### config.mk
export PLATFORM = sky130hd
export DESIGN_NAME = slope_match_period_detector
export DESIGN_NICKNAME = d
export VERILOG_FILES = /design/src/smpd_pkg.sv /design/src/smpd_window_ram.sv /design/src/smpd_ctrl.sv /design/src/smpd_out_buf.sv /design/src/slope_match_period_detector.sv
export SDC_FILE = /design/constraint.sdc
export NUM_CORES = 1
export LEC_CHECK = 0
export BUFFER_PORTS_ARGS = -buffer_cell sky130_fd_sc_hd__buf_2
export CORE_ASPECT_RATIO = 2
export CORE_MARGIN = 10
export CORE_UTILIZATION = 60
export CTS_CLUSTER_SIZE = 25
export DETAILED_ROUTE_END_ITERATION = 10
export PLACE_DENSITY = 0.79
export SLEW_MARGIN = 10
export SYNTH_ARGS = -nofsm -noshare
export SYNTH_HDL_FRONTEND = slang
export SYNTH_SLANG_ARGS = --single-unit
### constraint.sdc
create_clock -name clk -period 17.2 [get_ports clk]
set_input_delay 3.44 -clock clk [delete_from_list [all_inputs] [get_ports clk]]
set_output_delay 3.44 -clock clk [all_outputs]
set_load 0.05 [all_outputs]
### src/smpd_pkg.sv
// Shared constants and types for the slope-matching period detector.
`default_nettype none
package smpd_pkg;

  localparam int DEF_WINDOW_DEPTH  = 16;
  localparam int DEF_INTERVAL_BITS = 16;

  localparam int PERIOD_W   = 20;
  localparam int SLOPE_W    = 8;
  localparam int ITOL_W     = 16;
  localparam int STOL_W     = 8;
  localparam int CFG_IDX_W  = 1;
  localparam int CFG_DATA_W = 16;
  localparam int CODE_W     = 2;
  localparam int CLASS_W    = 2;

  localparam logic [PERIOD_W-1:0] PERIOD_MAX = {PERIOD_W{1'b1}};

  localparam logic [ITOL_W-1:0] ITOL_RESET = 16'd10;
  localparam logic [STOL_W-1:0] STOL_RESET = 8'd3;

  // configuration register indexes
  localparam logic [CFG_IDX_W-1:0] REG_INTERVAL_TOL = 1'd0;
  localparam logic [CFG_IDX_W-1:0] REG_SLOPE_TOL    = 1'd1;

  // input kinds
  localparam logic MODE_TICK  = 1'b0;
  localparam logic MODE_EVENT = 1'b1;

  localparam logic [CLASS_W-1:0] CLS_ABOVE  = 2'd0;
  localparam logic [CLASS_W-1:0] CLS_WITHIN = 2'd1;

  // result codes
  localparam logic [CODE_W-1:0] RES_NONE  = 2'd0;
  localparam logic [CODE_W-1:0] RES_INIT  = 2'd1;
  localparam logic [CODE_W-1:0] RES_FOUND = 2'd2;

  typedef struct packed {
    logic [CODE_W-1:0]   code;
    logic [PERIOD_W-1:0] period;
    logic                pin;
    logic                det_rst;
  } smpd_result_t;

endpackage
`default_nettype wire

### src/smpd_window_ram.sv
// Window store: interval and slope per entry, one write and one registered read a cycle.
`default_nettype none
module smpd_window_ram #(
  parameter int DEPTH  = smpd_pkg::DEF_WINDOW_DEPTH,
  parameter int DATA_W = smpd_pkg::DEF_INTERVAL_BITS + smpd_pkg::SLOPE_W
) (
  input  wire logic                     clk,
  input  wire logic                     wr_en,
  input  wire logic [$clog2(DEPTH)-1:0] wr_addr,
  input  wire logic [DATA_W-1:0]        wr_data,
  input  wire logic                     rd_en,
  input  wire logic [$clog2(DEPTH)-1:0] rd_addr,
  output logic      [DATA_W-1:0]        rd_data
);

  logic [DATA_W-1:0] mem [DEPTH];

  always_ff @(posedge clk) begin
    if (wr_en) begin
      mem[wr_addr] <= wr_data;
    end
  end

  always_ff @(posedge clk) begin
    if (rd_en) begin
      rd_data <= mem[rd_addr];
    end
  end

endmodule
`default_nettype wire

### src/smpd_ctrl.sv
// Sequencer: decodes items, keeps counters, matches against entry 0 and sums the window.
`default_nettype none
module smpd_ctrl #(
  parameter int WINDOW_DEPTH  = smpd_pkg::DEF_WINDOW_DEPTH,
  parameter int INTERVAL_BITS = smpd_pkg::DEF_INTERVAL_BITS
) (
  input  wire logic                                  clk,
  input  wire logic                                  rst_n,
  input  wire logic                                  in_tvalid,
  output logic                                       in_tready,
  input  wire logic [2:0]                            in_tuser,
  input  wire logic [7:0]                            in_tdata,
  input  wire logic                                  cfg_we,
  input  wire logic [smpd_pkg::CFG_IDX_W-1:0]        cfg_addr,
  input  wire logic [smpd_pkg::CFG_DATA_W-1:0]       cfg_wdata,
  output logic                                       mem_wr_en,
  output logic [$clog2(WINDOW_DEPTH)-1:0]            mem_wr_addr,
  output logic [INTERVAL_BITS+smpd_pkg::SLOPE_W-1:0] mem_wr_data,
  output logic                                       mem_rd_en,
  output logic [$clog2(WINDOW_DEPTH)-1:0]            mem_rd_addr,
  input  wire logic [INTERVAL_BITS+smpd_pkg::SLOPE_W-1:0] mem_rd_data,
  input  wire logic                                  buf_free,
  output logic                                       res_valid,
  output smpd_pkg::smpd_result_t                     res
);
  import smpd_pkg::*;

  localparam int IDX_W = $clog2(WINDOW_DEPTH);
  localparam int CNT_W = $clog2(WINDOW_DEPTH + 1);
  localparam int CMP_W = (INTERVAL_BITS > ITOL_W) ? INTERVAL_BITS : ITOL_W;
  localparam int ACC_W = ((INTERVAL_BITS > PERIOD_W) ? INTERVAL_BITS : PERIOD_W) + 1;

  localparam logic [1:0] ST_IDLE = 2'd0;
  localparam logic [1:0] ST_CMP  = 2'd1;
  localparam logic [1:0] ST_SUM  = 2'd2;

  logic [1:0]               state_r, state_nxt;
  logic [IDX_W-1:0]         fill_r, fill_nxt;
  logic [IDX_W-1:0]         miss_r, miss_nxt;
  logic [IDX_W-1:0]         idx_r, idx_nxt;
  logic [INTERVAL_BITS-1:0] tick_r, tick_nxt;
  logic [PERIOD_W-1:0]      period_r, period_nxt;
  logic [PERIOD_W-1:0]      acc_r, acc_nxt;
  logic [INTERVAL_BITS-1:0] cur_int_r, cur_int_nxt;
  logic [SLOPE_W-1:0]       cur_slope_r, cur_slope_nxt;
  logic [ITOL_W-1:0]        itol_r;
  logic [STOL_W-1:0]        stol_r;

  logic                     in_fire;
  logic                     mode;
  logic [CLASS_W-1:0]       cls;
  logic [INTERVAL_BITS-1:0] e0_int, e_int, d_int;
  logic [SLOPE_W-1:0]       e0_slope, d_slope;
  logic                     is_match;
  logic                     fill_full, miss_full;
  logic [ACC_W-1:0]         acc_sum;
  logic [PERIOD_W-1:0]      acc_sat;
  logic                     last_idx;

  assign in_tready = (state_r == ST_IDLE) && buf_free;
  assign in_fire   = in_tvalid && in_tready;
  assign mode      = in_tuser[0];
  assign cls       = in_tuser[2:1];

  assign e0_int   = mem_rd_data[INTERVAL_BITS+SLOPE_W-1:SLOPE_W];
  assign e0_slope = mem_rd_data[SLOPE_W-1:0];
  assign e_int    = e0_int;

  assign d_int    = (e0_int >= cur_int_r) ? (e0_int - cur_int_r) : (cur_int_r - e0_int);
  assign d_slope  = (e0_slope >= cur_slope_r) ? (e0_slope - cur_slope_r)
                                              : (cur_slope_r - e0_slope);
  assign is_match = (CMP_W'(d_int) <= CMP_W'(itol_r)) && (d_slope <= stol_r);

  assign fill_full = (CNT_W'(fill_r) + CNT_W'(1)) == CNT_W'(WINDOW_DEPTH);
  assign miss_full = (CNT_W'(miss_r) + CNT_W'(1)) == CNT_W'(WINDOW_DEPTH);
  assign last_idx  = idx_r == (fill_r - IDX_W'(1));

  // running sum with saturation; in compare state the sum starts from zero
  assign acc_sum = ((state_r == ST_SUM) ? ACC_W'(acc_r) : ACC_W'(0)) + ACC_W'(e_int);
  assign acc_sat = (acc_sum > ACC_W'(PERIOD_MAX)) ? PERIOD_MAX : acc_sum[PERIOD_W-1:0];

  always_comb begin
    state_nxt     = state_r;
    fill_nxt      = fill_r;
    miss_nxt      = miss_r;
    idx_nxt       = idx_r;
    tick_nxt      = tick_r;
    period_nxt    = period_r;
    acc_nxt       = acc_r;
    cur_int_nxt   = cur_int_r;
    cur_slope_nxt = cur_slope_r;
    mem_wr_en     = 1'b0;
    mem_wr_addr   = fill_r;
    mem_wr_data   = {tick_r, in_tdata};
    mem_rd_en     = 1'b0;
    mem_rd_addr   = '0;
    res_valid     = 1'b0;
    res.code      = RES_NONE;
    res.pin       = 1'b0;
    res.det_rst   = 1'b0;

    case (state_r)
      ST_IDLE: begin
        if (in_fire) begin
          res_valid = 1'b1;
          if (mode == MODE_TICK) begin
            if (tick_r != {INTERVAL_BITS{1'b1}}) begin
              tick_nxt = tick_r + INTERVAL_BITS'(1);
            end
          end else if (cls == CLS_ABOVE) begin
            miss_nxt = '0;
            tick_nxt = '0;
            fill_nxt = '0;
            res.pin  = 1'b1;
          end else if (cls == CLS_WITHIN) begin
            mem_wr_en     = 1'b1;
            tick_nxt      = '0;
            cur_int_nxt   = tick_r;
            cur_slope_nxt = in_tdata;
            if (fill_r == '0) begin
              miss_nxt = '0;
              fill_nxt = IDX_W'(1);
              res.code = RES_INIT;
            end else begin
              res_valid = 1'b0;
              mem_rd_en = 1'b1;
              state_nxt = ST_CMP;
            end
          end else begin
            if (miss_full) begin
              fill_nxt    = '0;
              tick_nxt    = '0;
              miss_nxt    = '0;
              res.det_rst = 1'b1;
            end else begin
              miss_nxt = miss_r + IDX_W'(1);
            end
          end
        end
      end
      ST_CMP: begin
        if (is_match) begin
          acc_nxt = acc_sat;
          if (fill_r == IDX_W'(1)) begin
            state_nxt = ST_IDLE;
          end else begin
            idx_nxt     = IDX_W'(1);
            mem_rd_en   = 1'b1;
            mem_rd_addr = IDX_W'(1);
            state_nxt   = ST_SUM;
          end
        end else begin
          res_valid = 1'b1;
          state_nxt = ST_IDLE;
          if (fill_full) begin
            fill_nxt    = '0;
            tick_nxt    = '0;
            miss_nxt    = '0;
            res.det_rst = 1'b1;
          end else begin
            fill_nxt = fill_r + IDX_W'(1);
          end
        end
      end
      ST_SUM: begin
        acc_nxt = acc_sat;
        if (last_idx) begin
          state_nxt = ST_IDLE;
        end else begin
          idx_nxt     = idx_r + IDX_W'(1);
          mem_rd_en   = 1'b1;
          mem_rd_addr = idx_r + IDX_W'(1);
        end
      end
      default: begin
        state_nxt = ST_IDLE;
      end
    endcase

    // period found: move the matching entry to slot 0
    if ((state_r == ST_CMP && is_match && fill_r == IDX_W'(1)) ||
        (state_r == ST_SUM && last_idx)) begin
      mem_wr_en   = 1'b1;
      mem_wr_addr = '0;
      mem_wr_data = {cur_int_r, cur_slope_r};
      period_nxt  = acc_sat;
      fill_nxt    = IDX_W'(1);
      miss_nxt    = '0;
      res_valid   = 1'b1;
      res.code    = RES_FOUND;
      res.pin     = 1'b1;
    end

    res.period = period_nxt;
  end

  always_ff @(posedge clk) begin
    if (!rst_n) begin
      state_r  <= ST_IDLE;
      fill_r   <= '0;
      miss_r   <= '0;
      tick_r   <= '0;
      period_r <= '0;
      itol_r   <= ITOL_RESET;
      stol_r   <= STOL_RESET;
    end else begin
      state_r  <= state_nxt;
      fill_r   <= fill_nxt;
      miss_r   <= miss_nxt;
      tick_r   <= tick_nxt;
      period_r <= period_nxt;
      if (cfg_we && cfg_addr == REG_INTERVAL_TOL) begin
        itol_r <= cfg_wdata[ITOL_W-1:0];
      end
      if (cfg_we && cfg_addr == REG_SLOPE_TOL) begin
        stol_r <= cfg_wdata[STOL_W-1:0];
      end
    end
  end

  always_ff @(posedge clk) begin
    idx_r       <= idx_nxt;
    acc_r       <= acc_nxt;
    cur_int_r   <= cur_int_nxt;
    cur_slope_r <= cur_slope_nxt;
  end

endmodule
`default_nettype wire

### src/smpd_out_buf.sv
// Result output register with one holding stage behind it.
`default_nettype none
module smpd_out_buf (
  input  wire logic                   clk,
  input  wire logic                   rst_n,
  input  wire logic                   res_valid,
  input  wire smpd_pkg::smpd_result_t res,
  output logic                        buf_free,
  output logic                        out_tvalid,
  input  wire logic                   out_tready,
  output smpd_pkg::smpd_result_t      out_res
);
  import smpd_pkg::*;

  logic         out_valid_r, out_valid_nxt;
  logic         hold_valid_r, hold_valid_nxt;
  smpd_result_t out_r, out_nxt;
  smpd_result_t hold_r, hold_nxt;
  logic         room;

  assign room       = !out_valid_r || out_tready;
  assign buf_free   = !hold_valid_r;
  assign out_tvalid = out_valid_r;
  assign out_res    = out_r;

  always_comb begin
    out_valid_nxt  = out_valid_r;
    hold_valid_nxt = hold_valid_r;
    out_nxt        = out_r;
    hold_nxt       = hold_r;
    if (hold_valid_r) begin
      if (room) begin
        out_nxt        = hold_r;
        out_valid_nxt  = 1'b1;
        hold_valid_nxt = 1'b0;
      end
    end else if (res_valid) begin
      if (room) begin
        out_nxt       = res;
        out_valid_nxt = 1'b1;
      end else begin
        hold_nxt       = res;
        hold_valid_nxt = 1'b1;
      end
    end else if (out_valid_r && out_tready) begin
      out_valid_nxt = 1'b0;
    end
  end

  always_ff @(posedge clk) begin
    if (!rst_n) begin
      out_valid_r  <= 1'b0;
      hold_valid_r <= 1'b0;
    end else begin
      out_valid_r  <= out_valid_nxt;
      hold_valid_r <= hold_valid_nxt;
    end
  end

  always_ff @(posedge clk) begin
    out_r  <= out_nxt;
    hold_r <= hold_nxt;
  end

endmodule
`default_nettype wire

### src/slope_match_period_detector.sv
// Top level of the slope-matching period detector.
//
//  channel  direction  handshake             payload
//  in_      slave      in_tvalid/in_tready   tuser: mode, slope_class; tdata: slope_value
//  out_     master     out_tvalid/out_tready tuser: result_code; tdata: period, pin, det reset
//  cfg_     write      cfg_we                cfg_addr index, cfg_wdata value
//
// A tick, a first event or a class other than within tolerance is finished in the idle state. A later
// within-tolerance event reads window entry 0 and, on a match, sums the stored intervals one
// memory read a cycle through the single read port of the window store. One item is in work
// at a time; one finished result may wait in a holding stage while the output register
// is stalled. Reset is synchronous; the window store is not cleared.
`default_nettype none
module slope_match_period_detector #(
  parameter int WINDOW_DEPTH  = smpd_pkg::DEF_WINDOW_DEPTH,
  parameter int INTERVAL_BITS = smpd_pkg::DEF_INTERVAL_BITS
) (
  input  wire logic                            clk,
  input  wire logic                            rst_n,
  input  wire logic                            in_tvalid,
  output logic                                 in_tready,
  input  wire logic [2:0]                      in_tuser,   // mode, slope_class[1:0]
  input  wire logic [7:0]                      in_tdata,   // slope_value[7:0]
  output logic                                 out_tvalid,
  input  wire logic                            out_tready,
  output logic [1:0]                           out_tuser,  // result_code[1:0]
  output logic [23:0]                          out_tdata,  // period_ticks[19:0], pin_pulse,
                                                           // detector_reset, 2 zero bits
  input  wire logic                            cfg_we,
  input  wire logic [smpd_pkg::CFG_IDX_W-1:0]  cfg_addr,
  input  wire logic [smpd_pkg::CFG_DATA_W-1:0] cfg_wdata
);
  import smpd_pkg::*;

  localparam int IDX_W = $clog2(WINDOW_DEPTH);
  localparam int MEM_W = INTERVAL_BITS + SLOPE_W;

  logic             mem_wr_en, mem_rd_en;
  logic [IDX_W-1:0] mem_wr_addr, mem_rd_addr;
  logic [MEM_W-1:0] mem_wr_data, mem_rd_data;
  logic             buf_free, res_valid;
  smpd_result_t     res, out_res;

  smpd_window_ram #(
    .DEPTH  (WINDOW_DEPTH),
    .DATA_W (MEM_W)
  ) u_ram (
    .clk     (clk),
    .wr_en   (mem_wr_en),
    .wr_addr (mem_wr_addr),
    .wr_data (mem_wr_data),
    .rd_en   (mem_rd_en),
    .rd_addr (mem_rd_addr),
    .rd_data (mem_rd_data)
  );

  smpd_ctrl #(
    .WINDOW_DEPTH  (WINDOW_DEPTH),
    .INTERVAL_BITS (INTERVAL_BITS)
  ) u_ctrl (
    .clk         (clk),
    .rst_n       (rst_n),
    .in_tvalid   (in_tvalid),
    .in_tready   (in_tready),
    .in_tuser    (in_tuser),
    .in_tdata    (in_tdata),
    .cfg_we      (cfg_we),
    .cfg_addr    (cfg_addr),
    .cfg_wdata   (cfg_wdata),
    .mem_wr_en   (mem_wr_en),
    .mem_wr_addr (mem_wr_addr),
    .mem_wr_data (mem_wr_data),
    .mem_rd_en   (mem_rd_en),
    .mem_rd_addr (mem_rd_addr),
    .mem_rd_data (mem_rd_data),
    .buf_free    (buf_free),
    .res_valid   (res_valid),
    .res         (res)
  );

  smpd_out_buf u_out (
    .clk        (clk),
    .rst_n      (rst_n),
    .res_valid  (res_valid),
    .res        (res),
    .buf_free   (buf_free),
    .out_tvalid (out_tvalid),
    .out_tready (out_tready),
    .out_res    (out_res)
  );

  assign out_tuser = out_res.code;
  assign out_tdata = {2'b00, out_res.det_rst, out_res.pin, out_res.period};

endmodule
`default_nettype wire

==> results of run 1 <==
==> routing by layer <==
| layer | up-vias | wire length [um] | global-route usage [%] |
|---|---|---|---|
| met5 | - | 0 | 0 |
| met4 | 0 | 4880 | 16.8 |
| met3 | 244 | 3750 | 3.06 |
| met2 | 760 | 34900 | 44.9 |
| met1 | 8183 | 22200 | 25.1 |
| li1 | 7434 | - | - |
==> cells in the mapped netlist (21+ instances only) <==
library cell	instances	share of area, %
edfxtp_1	504	59
buf_2	21	0.41
mux2i_1	94	3.6
o221ai_1	24	0.81
a222oi_1	23	0.89
a221o_1	26	1.0
xnor2_1	23	0.78
and2_1	40	0.97
o2bb2ai_1	24	0.81
ha_1	96	4.7
mux2_2	39	1.7
a22oi_1	27	0.78
xor2_1	23	0.78
nand2_1	134	1.9
clkbuf_1	49	0.71
o22a_1	25	0.85
o21ai_0	62	1.2
and3_1	23	0.56
a211o_1	25	0.85
a21o_1	25	0.73
dfxtp_1	72	5.6
inv_1	105	1.5
nand3_1	28	0.54
nor2_1	75	1.1
a21oi_1	92	1.8
==> worst max-delay path, cell delays in order (launching register included) <==
cell,delay (ns)
edfxtp_1,0.53
inv_1,0.11
ha_1,0.15
inv_1,0.06
fa_1,0.42
a31oi_1,0.28
o211ai_1,0.13
a21oi_1,0.18
o21ai_0,0.13
nor4_1,0.29
o21ai_1,0.12
buf_4,0.23
mux2_2,0.30
xor2_1,0.16
ha_1,0.33
a21o_1,0.16
nand3_1,0.07
a21oi_1,0.08
or4b_4,0.58
a211oi_4,0.22
buf_4,0.44
o21a_1,1.02
o2bb2ai_1,0.22
a221o_1,0.32
a211o_1,0.23
==> power groups by stage <==
stage	Combinational [mW]	Clock, mW	Sequential [mW]
after floorplan	0.0511	0	1.57
after global placement	0.0943	0	1.55
after detailed placement	0.0970	0	1.55
after CTS	0.0976	1.09	1.52
after global routing	0.106	1.14	1.52
final	0.0981	1.07	1.52
==> kinds of logic (layout without fill, tap and decap cells) <==
family	after synthesis	in the layout	synth area share [%]
AO/OA/AOI/OAI	456	456	12.8
multiplexers	133	133	5.34
buffers and inverters	195	315	3.27
adder cells (fa/ha/maj)	101	101	5.04
other	1	2	0.0145
AND/OR/NAND/NOR	389	389	7.54
flip-flops	576	576	64.2
XOR/XNOR	49	49	1.79
==> flip-flops by register name, summed over array words and instances (netlist names) <==
name and count:
u_ctrl.period_r 20, u_out.out_tvalid 1, u_ctrl.idx_r 4, u_ctrl.itol_r 16, u_ctrl.acc_r 20, u_out.hold_r 24, u_ctrl.cur_int_r 16, u_ram.rd_data 24
u_ram.mem 384, u_out.hold_valid_r 1, u_ctrl.tick_r 16, u_ctrl.miss_r 4, u_ctrl.fill_r 4, u_ctrl.cur_slope_r 8, u_out.out_res 24, u_ctrl.stol_r 8
u_ctrl.state_r 2
==> final cells by class <==
cell class | instances | share of cell area, %
Sequential cell | 576 | 58.2
Multi-Input combinational cell | 1130 | 29.9
Clock buffer | 62 | 4.51
Timing Repair Buffer | 121 | 2.68
Tap cell | 545 | 2.39
Inverter | 106 | 1.40
Clock inverter | 26 | 0.879
==> how the worst max path moves through the flow <==
stage,end,slack [ns],from,cells past startpoint
after detailed placement,u_ram.rd_data[3],10.24,u_ram.rd_data[8],24
after global routing,u_ram.mem[2][2],9.62,u_ram.rd_data[0],26
final,u_ram.rd_data[3],10.09,u_ram.rd_data[8],24
after global placement,u_ram.mem[2][3],10.32,u_ram.rd_data[0],26
after floorplan,u_ram.mem[6][0],9.77,in_tuser[1],5
after CTS,u_ram.rd_data[3],10.20,u_ram.rd_data[8],24
==> metrics, run 1 <==
Area Overhead vs Synth 10.3%; Reg area 0.0166 mm2; Cell variety after synth 78; Final HPWL DP 45100 um; # setup viols final 0; port bufs 58; routed wire length per instance 25.6 um; Flop pwr share 56.5%; ant diodes 0; highest-count cells in the layout ignoring fill and taps 504 x edfxtp_1, 134 x nand2_1, 104 x inv_1; R2R Setup Slk 10.09 ns; fin crit period 7.11 ns; fin area 0.0285 mm2; pre-CTS setup slack 10.24 ns; Final Hold Vio Count 0; Cell Pwr Density 94.6 mW/mm2; fmax 0.141 GHz; Starting Density 60.7%; worst-margin pin slew 1.21 ns; CTS Buffer Depth 3; WHS Path Cells 2; placed insts 2478; DR iter-0 viols 1511; status complete, no violations; Clk pwr share 39.9%; all-layer global routing usage 24.4%; Worst Hold Path EP u_ctrl.itol_r[14]; most common cell after layout, fill and taps aside edfxtp_1; largest net degree at the start of global routing 58; grt ovf 0; Setup TNS 0 ns; Avg Vias per Cell 6.48; # clock sinks 576; TritonCTS clock tree built; P_int 2.13 mW; drt drc 0; worst reg-to-reg path cell count 24; clock transition at the registers of the reported paths 0.07 ns; Die X 167 um; core box area 0.0426 mm2; WHS 0.457 ns; Post-Syn Area per Cell 13.6 um2; Max Fanout on Critical Path 32; 1st-pass router iterations 7; GP Congestion 0.947; Post-synth EDFFs 504; multi-input logic area 0.00852 mm2; layout cells sized above 1 13.7%; RSZ-0062 raised after global routing false; Mapped Area 0.0258 mm2; Non-Filler Instances 2566; vias in the first global route 17000; Root Driver clkbuf_16; Nets 2117; FF-to-FF End u_ram.rd_data[3]; filler cell count 2956; P_sw 0.568 mW; height of the die 313 um; total CTS buffers 48; global-route wire length before repair 99600 um; hold path start u_ctrl.itol_r[14]; Main synth FF type edfxtp_1; max cap viols 0; cell row count 107; min-delay worst type flop to flop; post-cts sizing count 0; critical path required time 17.53 ns; Synth Register Bits 576; worst r2r src u_ram.rd_data[8]; Slew Limit Headroom 19.5%; initial antenna violation count 0; worst vdd ir 93.0 uV; Final Cycle Share 41.4%; Setup Fix Bufs, Post-CTS 0; die area 0.0522 mm2; aggregate routed wire length 65800 um; leakage 11.4 nW; final worst slack 10.09 ns; Worst-Skew Late Latency 0.59 ns; worst clock skew 0.0236 ns; Post-Route Utilization 66.9%; kind of critical path flop to flop; Synth Warn # 0; Switching Share 21.1%; CTS H-tree lvls 2; critical path capture point type flop; io pins 61; post-route ant nets 0; placed standard-cell area 0.0269 mm2; DR vias 16600; CP Launch Type flop; Worst Path Arrival 7.44 ns; Post-CTS Hold Fix Bufs 0; Mapped Cells 1900; max-slew violations 0; final total power 2.69 mW; Async SR Flop Fraction 0%; Comb pwr share 3.6%; register area share after synthesis 64.2%
(Power assumes the default switching activity.)
==> run 2: changes to the inputs <==
clock period = 7.44 ns   (was 17.2 ns; I/O delays follow)
==> metrics, run 2 (synthesis gave the netlist of run 1 again) <==
fin crit period 6.74 ns (-0.374 ns); Nets 2125 (+0.38%); RSZ-0062 raised after global routing false; cell row count 107 (unchanged); die area 0.0522 mm2 (unchanged); Setup TNS 0 ns (unchanged); Root Driver clkbuf_16; Final Cycle Share 90.6% (+49 points); 1st-pass router iterations 6 (-1); TritonCTS clock tree built; DR vias 16500 (-0.55%); Die X 167 um (unchanged); aggregate routed wire length 66400 um (+1.0%); most used routing layer met2; R2R Setup Slk 0.70 ns (-9.39 ns); grt ovf 0 (unchanged); post-cts sizing count 0 (unchanged); placed standard-cell area 0.0270 mm2 (+0.25%); ant diodes 0 (unchanged); critical path required time 7.69 ns (-9.84 ns); Final Hold Vio Count 0 (unchanged); post-route ant nets 0 (unchanged); Cell Pwr Density 222 mW/mm2 (+130%); status complete, no violations; worst clock skew 0.0199 ns (-0.00370 ns); drt drc 0 (unchanged); layout cells sized above 1 14.1% (+0.42 points); fin area 0.0286 mm2 (+0.53%); highest-count cells in the layout ignoring fill and taps 504 x edfxtp_1, 134 x nand2_1, 105 x inv_1; Worst Path Arrival 6.99 ns (-0.45 ns); kind of critical path flop to flop; Global Route met2 Usage 46.2% (+1.3 points); Worst Hold Path EP u_ctrl.itol_r[8]; CTS H-tree lvls 2 (unchanged); filler cell count 2966 (+0.34%); port bufs 58 (unchanged); height of the die 313 um (unchanged); Starting Density 60.7% (unchanged); final worst slack 0.699 ns (-9.39 ns); Avg Vias per Cell 6.42 (-0.94%); Area Overhead vs Synth 10.8%; Post-CTS Hold Fix Bufs 0 (unchanged); global-route wire length before repair 100000 um (+0.74%); total CTS buffers 48 (unchanged); FF-to-FF End u_ram.mem[2][0]; min-delay worst type flop to flop; # clock sinks 576 (unchanged); worst vdd ir 187 uV (+100%); DR iter-0 viols 1302 (-14%); max reg flops 384 (unchanged); Slew Limit Headroom 21.8% (+2.3 points); io pins 61 (unchanged); most common cell after layout, fill and taps aside edfxtp_1; GP Congestion 1.00 (+6.1%); initial antenna violation count 0 (unchanged); max cap viols 0 (unchanged); core box area 0.0426 mm2 (unchanged); pre-CTS setup slack 0.861 ns (-9.37 ns); largest net degree at the start of global routing 49 (-16%); worst reg-to-reg path cell count 19 (-21%); # setup viols final 0 (unchanged); critical path capture point type flop; worst-margin pin slew 1.17 ns (-0.0349 ns); hold path start u_ctrl.itol_r[8]; worst r2r src u_ram.rd_data[12]; WHS Path Cells 2 (unchanged); routed wire length per instance 25.8 um (+0.62%); CP Launch Type flop; CTS Buffer Depth 3 (unchanged); leakage 11.4 nW (+0.59%); Worst-Skew Late Latency 0.59 ns (about the same); WHS 0.454 ns (-0.00279 ns); all-layer global routing usage 24.7% (+0.30 points); routing usage on met3 3.24% (+0.17 points); clock transition at the registers of the reported paths 0.06 ns (about the same); vias in the first global route 16900 (-0.51%); placed insts 2486 (+0.32%); Setup Fix Bufs, Post-CTS 0 (unchanged); GR Util met1 24.9% (-0.22 points); max-slew violations 0 (unchanged); Non-Filler Instances 2576 (+0.39%); Max Fanout on Critical Path 24 (-25%); Final HPWL DP 47600 um (+5.4%); largest register by flop count u_ram.mem; fmax 0.148 GHz (+5.6%)
-- run 2: cell type report --
cell class	instances	area, um2	area share (%)
Sequential cell	576	16600	57.9
Multi-Input combinational cell	1130	8520	29.8
Clock buffer	62	1260	4.42
Timing Repair Buffer	129	823	2.88
Tap cell	545	682	2.38
Inverter	106	398	1.39
Clock inverter	28	355	1.24
-- run 2: critical path: stages (launching register included) --
cell	delay [ns]
edfxtp_1	0.54
inv_1	0.08
ha_1	0.44
nand3_1	0.17
o21ai_0	0.63
a21oi_1	0.32
a211o_1	0.39
o21ai_0	0.27
mux2i_1	0.13
xnor2_1	0.15
ha_1	0.31
nand4_1	0.21
a2111oi_0	0.39
or4b_4	0.29
a21oi_1	0.18
a21oi_4	0.42
nand2_1	0.27
or3_1	0.49
nor3_2	0.28
buf_4	0.40
-- run 2: worst max path at each step --
stage | startpoint | cells past startpoint | end | slack (ns)
6_report | u_ram.rd_data[12] | 19 | u_ram.mem[2][0] | 0.70
5_1_grt | u_ram.rd_data[12] | 19 | u_ram.mem[2][0] | 0.37
4_1_cts | u_ram.rd_data[9] | 19 | u_ram.rd_data[3] | 0.86
3_5_place_dp | u_ram.rd_data[9] | 19 | u_ram.mem[2][0] | 0.86
3_3_place_gp | u_ram.rd_data[9] | 19 | u_ram.rd_data[8] | 1.03
2_1_floorplan | u_ram.rd_data[14] | 21 | u_ram.mem[6][0] | 0.43
-- run 2: power breakdown --
group	switching [mW]	total, mW	internal, mW
logic	0.163	0.233	0.0701
registers	0.0114	3.52	3.51
clock network	1.17	2.60	1.43
-- run 2: routing by layer --
metal | vias up | share of wire, %
met4 | 0 | 7.2
met5 | - | 0
li1 | 7435 | -
met1 | 8166 | 34
met3 | 233 | 5.3
met2 | 695 | 54
-- run 2: per-stage QoR --
stage	power [mW]	utilization (%)
after detailed placement	3.82	63.4
after CTS	6.38	67.2
after global routing	6.52	67.2
after global placement	3.82	63.4
final	6.35	67.2
after floorplan	3.74	-
